$ cat src/ttg_pkg.sv
// ---------------------------------------------------------------------------
// ttg_pkg
// Shared widths, types and helpers of the triangle tangent generator.
// ---------------------------------------------------------------------------
package ttg_pkg;

    localparam int COORD_WIDTH   = 32;
    localparam int TANGENT_WIDTH = 16;

    // signed difference of two coordinates
    localparam int DIFF_W = COORD_WIDTH + 1;
    // magnitude product, kept modulo 2^64
    localparam int PROD_W = (2 * COORD_WIDTH + 1 > 64) ? 64 : 2 * COORD_WIDTH + 1;
    localparam int TERM_W = PROD_W + 1;
    localparam int TAN_W  = TERM_W + 1;
    localparam int MAG_W  = TAN_W;
    localparam int BL_W   = $clog2(MAG_W + 1);
    localparam int NORM_W = 31;
    localparam int MOP_W  = (DIFF_W > NORM_W) ? DIFF_W : NORM_W;
    localparam int SUM_W  = 64;
    localparam int ROOT_W = 32;
    localparam int QUO_W  = TANGENT_WIDTH;
    localparam int DIV_W  = ROOT_W + TANGENT_WIDTH - 1;
    localparam int CNT_W  = $clog2(ROOT_W);
    localparam int QDEPTH = 2;
    localparam int QPTR_W = $clog2(QDEPTH);
    localparam int QCNT_W = $clog2(QDEPTH + 1);

    localparam logic [QUO_W-1:0] MAX_POS = {1'b0, {(QUO_W-1){1'b1}}};

    typedef logic signed [COORD_WIDTH-1:0] t_coord;
    typedef logic signed [DIFF_W-1:0]      t_diff;

    typedef struct packed {
        t_diff e1x;
        t_diff e1y;
        t_diff e1z;
        t_diff e2x;
        t_diff e2y;
        t_diff e2z;
        t_diff du1;
        t_diff dv1;
        t_diff du2;
        t_diff dv2;
    } t_job;

    typedef struct packed {
        logic can_push;
        logic can_pop;
    } t_qstat;

    typedef enum logic [2:0] {
        ST_IDLE,
        ST_MUL,
        ST_SUB,
        ST_NORM,
        ST_SQ,
        ST_SQRT,
        ST_LOAD,
        ST_DIV
    } t_state;

    function automatic t_diff dsub(t_coord a, t_coord b);
        return t_diff'({a[COORD_WIDTH-1], a} - {b[COORD_WIDTH-1], b});
    endfunction

    function automatic logic [DIFF_W-1:0] dmag(t_diff a);
        return a[DIFF_W-1] ? DIFF_W'(-a) : DIFF_W'(a);
    endfunction

endpackage

$ cat src/ttg_queue.sv
// ---------------------------------------------------------------------------
// ttg_queue
// Short queue of triangle jobs between the front and the back.
// ---------------------------------------------------------------------------
module ttg_queue import ttg_pkg::*; (
    input  logic   i_clk,
    input  logic   i_rst_n,
    input  logic   i_push,
    input  t_job   i_job,
    input  logic   i_pop,
    output t_job   o_job,
    output t_qstat o_qstat
);

    t_job              r_mem [0:QDEPTH-1];
    logic [QPTR_W-1:0] r_wp;
    logic [QPTR_W-1:0] r_rp;
    logic [QCNT_W-1:0] r_cnt;

    assign o_qstat.can_push = (r_cnt != QCNT_W'(QDEPTH));
    assign o_qstat.can_pop  = (r_cnt != '0);
    assign o_job            = r_mem[r_rp];

    always_ff @(posedge i_clk) begin
        if (!i_rst_n) begin
            r_wp  <= '0;
            r_rp  <= '0;
            r_cnt <= '0;
        end else begin
            if (i_push) begin
                r_wp <= r_wp + QPTR_W'(1);
            end
            if (i_pop) begin
                r_rp <= r_rp + QPTR_W'(1);
            end
            r_cnt <= r_cnt + QCNT_W'(i_push) - QCNT_W'(i_pop);
        end
    end

    always_ff @(posedge i_clk) begin
        if (i_push) begin
            r_mem[r_wp] <= i_job;
        end
    end

    a_no_overflow: assert property (@(posedge i_clk) disable iff (!i_rst_n)
        i_push |-> (r_cnt != QCNT_W'(QDEPTH)) || i_pop)
        else $error("push into full queue");

    a_no_underflow: assert property (@(posedge i_clk) disable iff (!i_rst_n)
        i_pop |-> r_cnt != '0)
        else $error("pop from empty queue");

endmodule

$ cat config.mk
export PLATFORM = sky130hd
export DESIGN_NAME = ttg_queue
export DESIGN_NICKNAME = d
export VERILOG_FILES = /design/src/ttg_pkg.sv /design/src/ttg_queue.sv
export SDC_FILE = /design/constraint.sdc
export NUM_CORES = 1
export LEC_CHECK = 0
export BUFFER_PORTS_ARGS = -buffer_cell sky130_fd_sc_hd__buf_4
export CORE_AREA = 2 2 258 260
export DETAILED_ROUTE_END_ITERATION = 7
export DIE_AREA = 0 0 260 262
export PLACE_DENSITY = 0.63
export SLEW_MARGIN = 0
export SYNTH_ARGS = -nofsm -noshare
export SYNTH_HDL_FRONTEND = slang
export SYNTH_SLANG_ARGS = --single-unit
$ cat constraint.sdc
create_clock -name i_clk -period 22.3 [get_ports i_clk]
set_input_delay 3.345 -clock i_clk [delete_from_list [all_inputs] [get_ports i_clk]]
set_output_delay 3.345 -clock i_clk [all_outputs]
set_load 0.02 [all_outputs]
==> flow_summary.ini <==
[cts]
clockBufferDepth = 3
cts_resized = 0
path_clk_slew_ns = 0.06
cts_htree_levels = 3
cts_root_buffer = clkbuf_16
cts.sinks = 665
cts_hold_buf = 0
cts_setup_buffers = 0
cts_tree = yes
cts_buffers = 70
clock_latency_ns = 0.60

[logic_synthesis]
ys_top_cells_by_count = 660 x edfxtp_1, 300 x mux2_4, 33 x buf_12, 30 x mux2_2, 5 x dfxtp_1
synth_top_area_share_pct = 77.5
synthesis.area_mm2 = 0.0256
synth_area_per_cell_um2 = 24.4
synthCells = 1048
synth_edf_count = 660
synth_nets = 1384
synth_seq_cells = 665
async_flop_share_pct = 0
synth_area_leader_cell = edfxtp_1
ys_seq_area_share_pct = 77.9
yosysMostFrequentCell = edfxtp_1
ys_warn_count = 0
ys_top_cells_by_area = edfxtp_1 77%, mux2_4 18%, buf_12 2.6%, mux2_2 1.3%, dfxtp_1 0.39%
synth_flop_cell = edfxtp_1
ys_types = 16

[routing]
vias = 12400
first_iter_violations = 638
routed_via_density = 4.61
wire_per_inst_um = 22.3
route.detailed.drc = 0
wirelength_um = 59800
drtPass1Iterations = 5
postRouteAntennaNets = 0

[placed_design]
place_hpwl_um = 42000
dp.cells = 2555
pre_cts_ws_ns = 14.88
numPortBuffers = 665
placed_area_mm2 = 0.0311
gp_congestion = 0.804

[floorplanning]
die_w_um = 260
row_count = 94
pin_count = 666
die_y_um = 262
start_util_pct = 39.2
core-area_mm2 = 0.0653
die-area_mm2 = 0.0681

[finish]
num-fill-cells = 5284
fin_area_mm2 = 0.0333
fin_cells = 2687
syn2layout_area_growth_pct = 30.3
layout-drive-gt1-share_pct = 61.1
fin_nets = 2099

[status]
status = complete, no violations

[sta]
period_share_pct = 35.6
finalSetupViolations = 0
fin_crit_ns = 7.94
final_max_slew_viol_count = 0
fin_worst_skew_ns = 0.0198
slew_headroom_pct = 27.2
rsz0062_at_grt = false
finalHoldViolCount = 0
layout_setup_ws_ns = 14.36
setup_tns_ns = 0
worst_slew_pin_slew_ns = 1.09
max_freq_mhz = 126

[setup_path]
rr_endpoint = r_mem[0][9]
r2r_setup_slack_ns = 18.93
cp_max_fo = 51
crit_type = reg2out
worstPathArrival_ns = 4.59
r2r-start = r_wp
crit_path_start_kind = flip-flop
crit_path_end_kind = primary output
crit_required_ns = 18.95
worstRegToRegCells = 4

[global_routing]
grt_most_used_layer = met2
use_met1_pct = 17.8
grt_pass1_vias = 12900
grt_util_met3_pct = 6.45
gr-total-overflow = 0
gr-usage-met2_pct = 29.0
grt_use_total_pct = 16.6
antenna_found_initial = 9
grt_max_degree = 78
grt_pass1_wl_um = 82900

[power]
vdd_ir_drop_max_mv = 0.0686
power_density_mw_per_mm2 = 90.4
leakagePower_uw = 0.0130

[job]
cap_violations = 0

[worst_hold_path]
min-delay-start = r_rp
hold_path_depth = 2
hold_class = reg2reg
[critical path, stage by stage (launching register included)]
cell	delay [ns]
dfxtp_4	0.78
buf_4	0.82
buf_4	0.87
buf_4	0.85
mux2_2	0.42
buf_4	0.16
[how the worst max path moves through the flow]
stage / start / end / slack, ns / cells past startpoint
after detailed placement: flip-flop / o_job[11] / 14.88 / 5
after global routing: flip-flop / o_job[14] / 14.11 / 5
after floorplan: i_push / r_wp / 3.58 / 2
after CTS: flip-flop / o_job[11] / 14.22 / 5
final: flip-flop / o_job[11] / 14.36 / 5
after global placement: flip-flop / o_job[14] / 14.98 / 5
[metrics by stage]
step	total power (µW)	hold WS, ns	util [%]
after global routing	3120	0.606	51.0
after global placement	1920	0.568	47.6
after CTS	3050	0.585	51.0
final	3010	0.590	51.0
after floorplan	1780	0.555	-
after detailed placement	1930	0.577	47.6
[where the power goes]
part,leakage [µW],switching (µW),internal [µW]
logic,0.00570,216,214
clock network,0.00109,469,643
registers,0.00624,20.0,1450
total,0.0130,705,2310
[area by class of cell]
class                      count  area [µm²]  share of cell area, %
inverter                       2        7.51                 0.0225
clock inverter                40         354                   1.06
tap                          864        1080                   3.25
antenna                        6        15.0                 0.0451
multi-input combinational    344        4970                   14.9
clock buffer                  86        1850                   5.57
timing repair buffer         680        5100                   15.3
sequential                   665       19900                   59.8
[kinds of logic after synthesis]
logic type                 after synthesis  synth area share [%]
DFF                                    665                  77.9
muxes                                  330                  18.9
buffers and inverters                   39                  2.72
and+or+nand+nor                          9                 0.210
xor gates and xnor gates                 2                 0.122
adders and majority gates                2                0.0978
AOI/OAI and AO/OA                        1                0.0294
[flip-flops by register name, summed over array words and instances (netlist names), named ones only]
signal / count
r_mem: 660
r_cnt: 2
r_rp: 1
r_wp: 1
[placed cells by master (no fill, tap or decap), types with 2 or more instances in the layout]
cell,instances
buf_4,680
edfxtp_1,660
mux2_4,300
clkbuf_16,72
mux2_2,30
clkinv_2,15
clkinv_1,15
clkbuf_1,14
diode_2,6
bufinv_16,4
dfxtp_1,4
and2_1,3
inv_1,2
nor2b_1,2
ha_1,2
clkinv_8,2
[routing by layer]
metal / vias up / routed length (µm)
met5: - / 45
met3: 111 / 5390
met2: 469 / 31100
met1: 6178 / 21100
li1: 5625 / -
met4: 6 / 2130
Note: power is estimated with default switching activity, not from simulation.
