`config.mk`:
```
export PLATFORM = sky130hd
export DESIGN_NAME = ttg_front_flat
export DESIGN_NICKNAME = d
export VERILOG_FILES = /design/src/ttg_pkg.sv /design/src/ttg_vtx_if.sv /design/src/ttg_front.sv /design/src/flat_wrapper.sv
export SDC_FILE = /design/constraint.sdc
export NUM_CORES = 1
export LEC_CHECK = 0
export ABC_CLOCK_PERIOD_IN_PS = 30100
export BUFFER_PORTS_ARGS = -buffer_cell sky130_fd_sc_hd__buf_4
export CORE_UTILIZATION = 40
export DETAILED_ROUTE_END_ITERATION = 8
export HOLD_SLACK_MARGIN = 0.05
export PLACE_DENSITY = 0.69
export SLEW_MARGIN = 20
export SYNTH_ARGS = -nofsm -noshare
export SYNTH_HDL_FRONTEND = slang
export SYNTH_SLANG_ARGS = --single-unit
```
`constraint.sdc`:
```
create_clock -name i_clk -period 30.1 [get_ports i_clk]
set_input_delay 4.515 -clock i_clk [delete_from_list [all_inputs] [get_ports i_clk]]
set_output_delay 4.515 -clock i_clk [all_outputs]
set_load 0.01 [all_outputs]
```
`src/ttg_pkg.sv`:
```
// ---------------------------------------------------------------------------
// ttg_pkg
// Shared widths, types and helpers of the triangle tangent generator.
// ---------------------------------------------------------------------------
package ttg_pkg;

    localparam int COORD_WIDTH   = 32;
    localparam int TANGENT_WIDTH = 16;

    // signed difference of two coordinates
    localparam int DIFF_W = COORD_WIDTH + 1;
    // magnitude product, kept modulo 2^64
    localparam int PROD_W = (2 * COORD_WIDTH + 1 > 64) ? 64 : 2 * COORD_WIDTH + 1;
    localparam int TERM_W = PROD_W + 1;
    localparam int TAN_W  = TERM_W + 1;
    localparam int MAG_W  = TAN_W;
    localparam int BL_W   = $clog2(MAG_W + 1);
    localparam int NORM_W = 31;
    localparam int MOP_W  = (DIFF_W > NORM_W) ? DIFF_W : NORM_W;
    localparam int SUM_W  = 64;
    localparam int ROOT_W = 32;
    localparam int QUO_W  = TANGENT_WIDTH;
    localparam int DIV_W  = ROOT_W + TANGENT_WIDTH - 1;
    localparam int CNT_W  = $clog2(ROOT_W);
    localparam int QDEPTH = 2;
    localparam int QPTR_W = $clog2(QDEPTH);
    localparam int QCNT_W = $clog2(QDEPTH + 1);

    localparam logic [QUO_W-1:0] MAX_POS = {1'b0, {(QUO_W-1){1'b1}}};

    typedef logic signed [COORD_WIDTH-1:0] t_coord;
    typedef logic signed [DIFF_W-1:0]      t_diff;

    typedef struct packed {
        t_diff e1x;
        t_diff e1y;
        t_diff e1z;
        t_diff e2x;
        t_diff e2y;
        t_diff e2z;
        t_diff du1;
        t_diff dv1;
        t_diff du2;
        t_diff dv2;
    } t_job;

    typedef struct packed {
        logic can_push;
        logic can_pop;
    } t_qstat;

    typedef enum logic [2:0] {
        ST_IDLE,
        ST_MUL,
        ST_SUB,
        ST_NORM,
        ST_SQ,
        ST_SQRT,
        ST_LOAD,
        ST_DIV
    } t_state;

    function automatic t_diff dsub(t_coord a, t_coord b);
        return t_diff'({a[COORD_WIDTH-1], a} - {b[COORD_WIDTH-1], b});
    endfunction

    function automatic logic [DIFF_W-1:0] dmag(t_diff a);
        return a[DIFF_W-1] ? DIFF_W'(-a) : DIFF_W'(a);
    endfunction

endpackage

```
`src/ttg_vtx_if.sv`:
```
// ---------------------------------------------------------------------------
// ttg_vtx_if
// Vertex channel: position and texture coordinate, valid/ready.
// ---------------------------------------------------------------------------
interface ttg_vtx_if import ttg_pkg::*; ();
    logic   valid;
    logic   ready;
    t_coord pos_x;
    t_coord pos_y;
    t_coord pos_z;
    t_coord tex_u;
    t_coord tex_v;

    modport source (output valid, pos_x, pos_y, pos_z, tex_u, tex_v, input ready);
    modport sink   (input valid, pos_x, pos_y, pos_z, tex_u, tex_v, output ready);
endinterface

```
`src/ttg_front.sv`:
```
// ---------------------------------------------------------------------------
// ttg_front
// Collects three vertices, holds the first two and queues the edge and
// uv differences of each triangle.
// ---------------------------------------------------------------------------
module ttg_front import ttg_pkg::*; (
    input  logic       i_clk,
    input  logic       i_rst_n,
    ttg_vtx_if.sink    i_vtx,
    input  t_qstat     i_qstat,
    output logic       o_push,
    output t_job       o_job
);

    t_coord     r_hp [0:5];
    t_coord     r_ht [0:3];
    logic [1:0] r_phase;
    logic       w_acc;
    logic       w_third;

    // third vertex (or the unused phase three) needs a queue slot
    assign w_third     = r_phase[1];
    assign i_vtx.ready = !w_third || i_qstat.can_push;
    assign w_acc       = i_vtx.valid && i_vtx.ready;
    assign o_push      = w_acc && w_third;

    always_comb begin
        o_job.e1x = dsub(r_hp[3], r_hp[0]);
        o_job.e1y = dsub(r_hp[4], r_hp[1]);
        o_job.e1z = dsub(r_hp[5], r_hp[2]);
        o_job.e2x = dsub(i_vtx.pos_x, r_hp[0]);
        o_job.e2y = dsub(i_vtx.pos_y, r_hp[1]);
        o_job.e2z = dsub(i_vtx.pos_z, r_hp[2]);
        o_job.du1 = dsub(r_ht[2], r_ht[0]);
        o_job.dv1 = dsub(r_ht[3], r_ht[1]);
        o_job.du2 = dsub(i_vtx.tex_u, r_ht[0]);
        o_job.dv2 = dsub(i_vtx.tex_v, r_ht[1]);
    end

    always_ff @(posedge i_clk) begin
        if (!i_rst_n) begin
            r_phase <= 2'd0;
        end else if (w_acc) begin
            r_phase <= w_third ? 2'd0 : r_phase + 2'd1;
        end
    end

    always_ff @(posedge i_clk) begin
        if (w_acc) begin
            unique case (r_phase)
                2'd0: begin
                    r_hp[0] <= i_vtx.pos_x;
                    r_hp[1] <= i_vtx.pos_y;
                    r_hp[2] <= i_vtx.pos_z;
                    r_ht[0] <= i_vtx.tex_u;
                    r_ht[1] <= i_vtx.tex_v;
                end
                2'd1: begin
                    r_hp[3] <= i_vtx.pos_x;
                    r_hp[4] <= i_vtx.pos_y;
                    r_hp[5] <= i_vtx.pos_z;
                    r_ht[2] <= i_vtx.tex_u;
                    r_ht[3] <= i_vtx.tex_v;
                end
                default: begin
                end
            endcase
        end
    end

endmodule

```
`src/flat_wrapper.sv`:
```
// flat-port wrapper written by rule: the top's interface ports become plain ports
module ttg_front_flat import ttg_pkg::*;
  (i_clk, i_rst_n, i_qstat, o_push, o_job, i_vtx_valid, i_vtx_pos_x, i_vtx_pos_y, i_vtx_pos_z, i_vtx_tex_u, i_vtx_tex_v, i_vtx_ready);
  ttg_vtx_if i_vtx_i ();
  input  logic i_clk;
  input  logic i_rst_n;
  input  t_qstat i_qstat;
  output logic o_push;
  output t_job o_job;
  input wire logic [$bits(i_vtx_i.valid)-1:0] i_vtx_valid;
  input wire logic [$bits(i_vtx_i.pos_x)-1:0] i_vtx_pos_x;
  input wire logic [$bits(i_vtx_i.pos_y)-1:0] i_vtx_pos_y;
  input wire logic [$bits(i_vtx_i.pos_z)-1:0] i_vtx_pos_z;
  input wire logic [$bits(i_vtx_i.tex_u)-1:0] i_vtx_tex_u;
  input wire logic [$bits(i_vtx_i.tex_v)-1:0] i_vtx_tex_v;
  output wire logic [$bits(i_vtx_i.ready)-1:0] i_vtx_ready;
  assign i_vtx_i.valid = i_vtx_valid;
  assign i_vtx_i.pos_x = i_vtx_pos_x;
  assign i_vtx_i.pos_y = i_vtx_pos_y;
  assign i_vtx_i.pos_z = i_vtx_pos_z;
  assign i_vtx_i.tex_u = i_vtx_tex_u;
  assign i_vtx_i.tex_v = i_vtx_tex_v;
  assign i_vtx_ready = i_vtx_i.ready;
  ttg_front u_core (.i_clk(i_clk), .i_rst_n(i_rst_n), .i_vtx(i_vtx_i), .i_qstat(i_qstat), .o_push(o_push), .o_job(o_job));
endmodule
```
==> flow_summary.toml <==
[synthesis]
synth_top_family_by_area = "compound AO/OA/AOI/OAI gates"
synthTopCellsByCount = "edfxtp_1, ha_1, inv_1, a21oi_1, xnor2_1"
synthCells = 2762
synth_edf_count = 320
postSynth.asyncResetShare_pct = 0
synth_area_leaders = "edfxtp_1, ha_1, xnor2_1"
synth_flop_cell = "edfxtp_1"
yosysUniqueCellTypes = 83
synthMuxAreaShare_pct = 0.266
synth-simple-area-share_pct = 12.5
syn_area_per_cell_um2 = 9.53
ys_ff_latch = 322
synth-adder-area-share_pct = 16.0
syn_area_mm2 = 0.0263
synth-xor-area-share_pct = 9.02
yosysWarnings = 0
synth_largest_area_cell = "edfxtp_1"
synth_compound_area_share_pct = 21.2
syn-num-nets = 3257
synth_top_area_share_pct = 36.5
seq_area_frac_synth_pct = 36.7

[grt]
grt_pass1_vias = 21800
grt_pass1_wl_um = 116000
grt.overflow.total = 0
groute.usage.overall_pct = 21.6
antenna_found_initial = 6
grt_max_degree = 64

[cts]
clk_pin_slew_ns = 0.05
ctsHoldBuffers = 0
cts_tree = "yes"
clk_latency_ns = 0.57
cts.htree.levels = 2
clock_path_buffers = 3
cts_buffers = 40
postCtsSetupBuffers = 0
cts-resized-gates = 0
root_buffer = "clkbuf_16"
clock-sinks = 322

[pwr]
leakagePower_nw = 14.7
switching_power_w = 0.000580
ir_drop_uv = 35.4
clockPowerShare_pct = 28.2
total_power_w = 0.00168
p_seq_share_pct = 31.6
pwr-share-comb_pct = 40.2
internal_power_w = 0.00110
powerDensity_mw_per_mm2 = 51.9
p_sw_share_pct = 34.6

[worst_setup_path]
crit_required_ns = 25.59
cp.arrival_ns = 7.83
crit_fanout = 5
critPathKind = "in -> out"
cp-start-kind = "input pin"
critPathCaptureType = "primary output"

[job]
maxCapViolations = 0

[timing]
setup_viol = 0
finalCriticalPeriod_ns = 12.35
fin_tns_setup_ns = 0
fin_crit_sh_pct = 41.0
max_freq_ghz = 0.0810
rsz0062_at_grt = "no"
tightest_slew_ns = 0.941
hold_violations = 0
relSlewSlack_pct = 37.3
slew_viol_final = 0
whs_ns = 0.554
skew_ns = 0.0187

[detailed_routing]
final_antenna_net_count = 0
post_drt_wl_per_cell_um = 17.9
wl_um = 74200
dr.pass1.iters = 5
drt_iter0_drc = 1283
drc = 0
via_count = 22300
viasPerCell = 5.36

[placement]
place_inst = 4079
dp_hpwl_um = 60600
gp_congestion = 0.935
io_buffers = 495

[layout]
final_nets = 3761
drive_above_1_share_pct = 18.1
final_cells = 4154
area_growth_pct = 22.8

[die]
floorplan.initialDensity_pct = 40.7
die_x_um = 258
core_mm2 = 0.0647
ios = 497
die_area_mm2 = 0.0668
floorplan.rows = 93
die_h_um = 258

[status]
status = "completed"

[min_path]
hp-class = "reg -> reg"
## final cells by class
class / instances / area [µm²]
multi-input cells: 2135 / 15500
clock buffers: 44 / 1020
repair buffers: 503 / 3780
well taps: 855 / 1070
fillers: 6123 / 32400
flip-flops and latches: 322 / 9650
diodes: 3 / 7.51
inverters: 264 / 991
clock inverters: 28 / 262
## path summary, 6_finish.rpt
| check | start | to | slack, ns | cells past startpoint |
|---|---|---|---|---|
| setup / recovery | i_vtx_pos_x[0] | o_job[228] | 17.75 | 14 |
| hold / removal | u_core.r_phase[0] | u_core.r_phase[0] | 0.55 | 2 |
| setup reg to reg | u_core.r_phase[0] | u_core.r_hp[5][31] | 27.67 | 4 |
| hold reg to reg | u_core.r_phase[0] | u_core.r_phase[0] | 0.55 | 2 |
## cell usage in the layout (no fill, tap or decap), drive strengths merged, types with 7 or more instances in the layout
| cell type | netlist | layout |
|---|---|---|
| edfxtp | 320 | 320 |
| o211ai | 25 | 25 |
| a21o | 152 | 152 |
| a21boi | 11 | 11 |
| nor3 | 57 | 57 |
| nand2b | 51 | 51 |
| or2 | 9 | 9 |
| o31ai | 11 | 11 |
| nand3 | 59 | 59 |
| and3 | 33 | 33 |
| o21a | 50 | 50 |
| ha | 320 | 320 |
| o2111ai | 7 | 7 |
| buf | 1 | 503 |
| a211o | 9 | 9 |
| nand4 | 27 | 27 |
| mux2i | 7 | 7 |
| nor2b | 47 | 47 |
| and2 | 16 | 16 |
| nor4 | 7 | 7 |
| a31oi | 35 | 35 |
| o21bai | 25 | 25 |
| nor2 | 159 | 159 |
| clkinv | 0 | 19 |
| or3 | 12 | 12 |
| a311oi | 7 | 7 |
| nand2 | 158 | 158 |
| a21oi | 263 | 263 |
| fa | 10 | 10 |
| o21ai | 164 | 164 |
| nor3b | 12 | 12 |
| clkbuf | 40 | 44 |
| xor2 | 95 | 95 |
| a211oi | 19 | 19 |
| inv | 264 | 267 |
| xnor2 | 176 | 176 |
| a221oi | 8 | 8 |
## critical path, cell delays in order
cell and delay, ns:
buf_4 0.09, inv_1 0.04, ha_1 0.22, fa_1 0.40, nor2b_1 0.13, o21ai_0 0.10
a21oi_1 0.24, o21ai_0 0.21, a31oi_1 0.63, a21oi_1 0.18, a311oi_1 0.53, mux2i_1 0.25
o2111ai_1 0.12, buf_4 0.17
## stage by stage
stage,utilization [%],instance area [µm²],setup slack [ns]
after global routing,49.9,32300,17.37
final,49.9,32300,17.75
after global placement,47.9,31000,17.69
after floorplan,-,26300,13.21
after CTS,49.9,32300,17.69
after detailed placement,47.9,31000,17.70
## logic make-up after synthesis
group | after synthesis
flops | 322
simple gates | 665
compound gates | 862
buf+inv | 305
xor+xnor | 271
fa+ha+maj | 330
mux | 7
## layer usage
metal	vias to the layer above	share of wire [%]	GRT usage (%)
li1	11200	-	-
met1	10400	42	26.1
met2	525	48	38.0
met3	128	5.8	4.58
met4	6	3.5	7.61
met5	-	0.053	0
## state kept, by name (all words and copies together) (netlist names)
| signal | cells |
|---|---|
| u_core.r_hp | 192 |
| u_core.r_ht | 128 |
| u_core.r_phase | 2 |
## power by group through the flow
stage	Sequential [W]	Clock (W)	Combinational [W]
after global placement	0.000538	0	0.000669
after global routing	0.000532	0.000500	0.000734
after detailed placement	0.000539	0	0.000673
after CTS	0.000530	0.000484	0.000677
after floorplan	0.000546	0	0.000387
final	0.000530	0.000472	0.000674
Power figures use the tool's default switching activity.
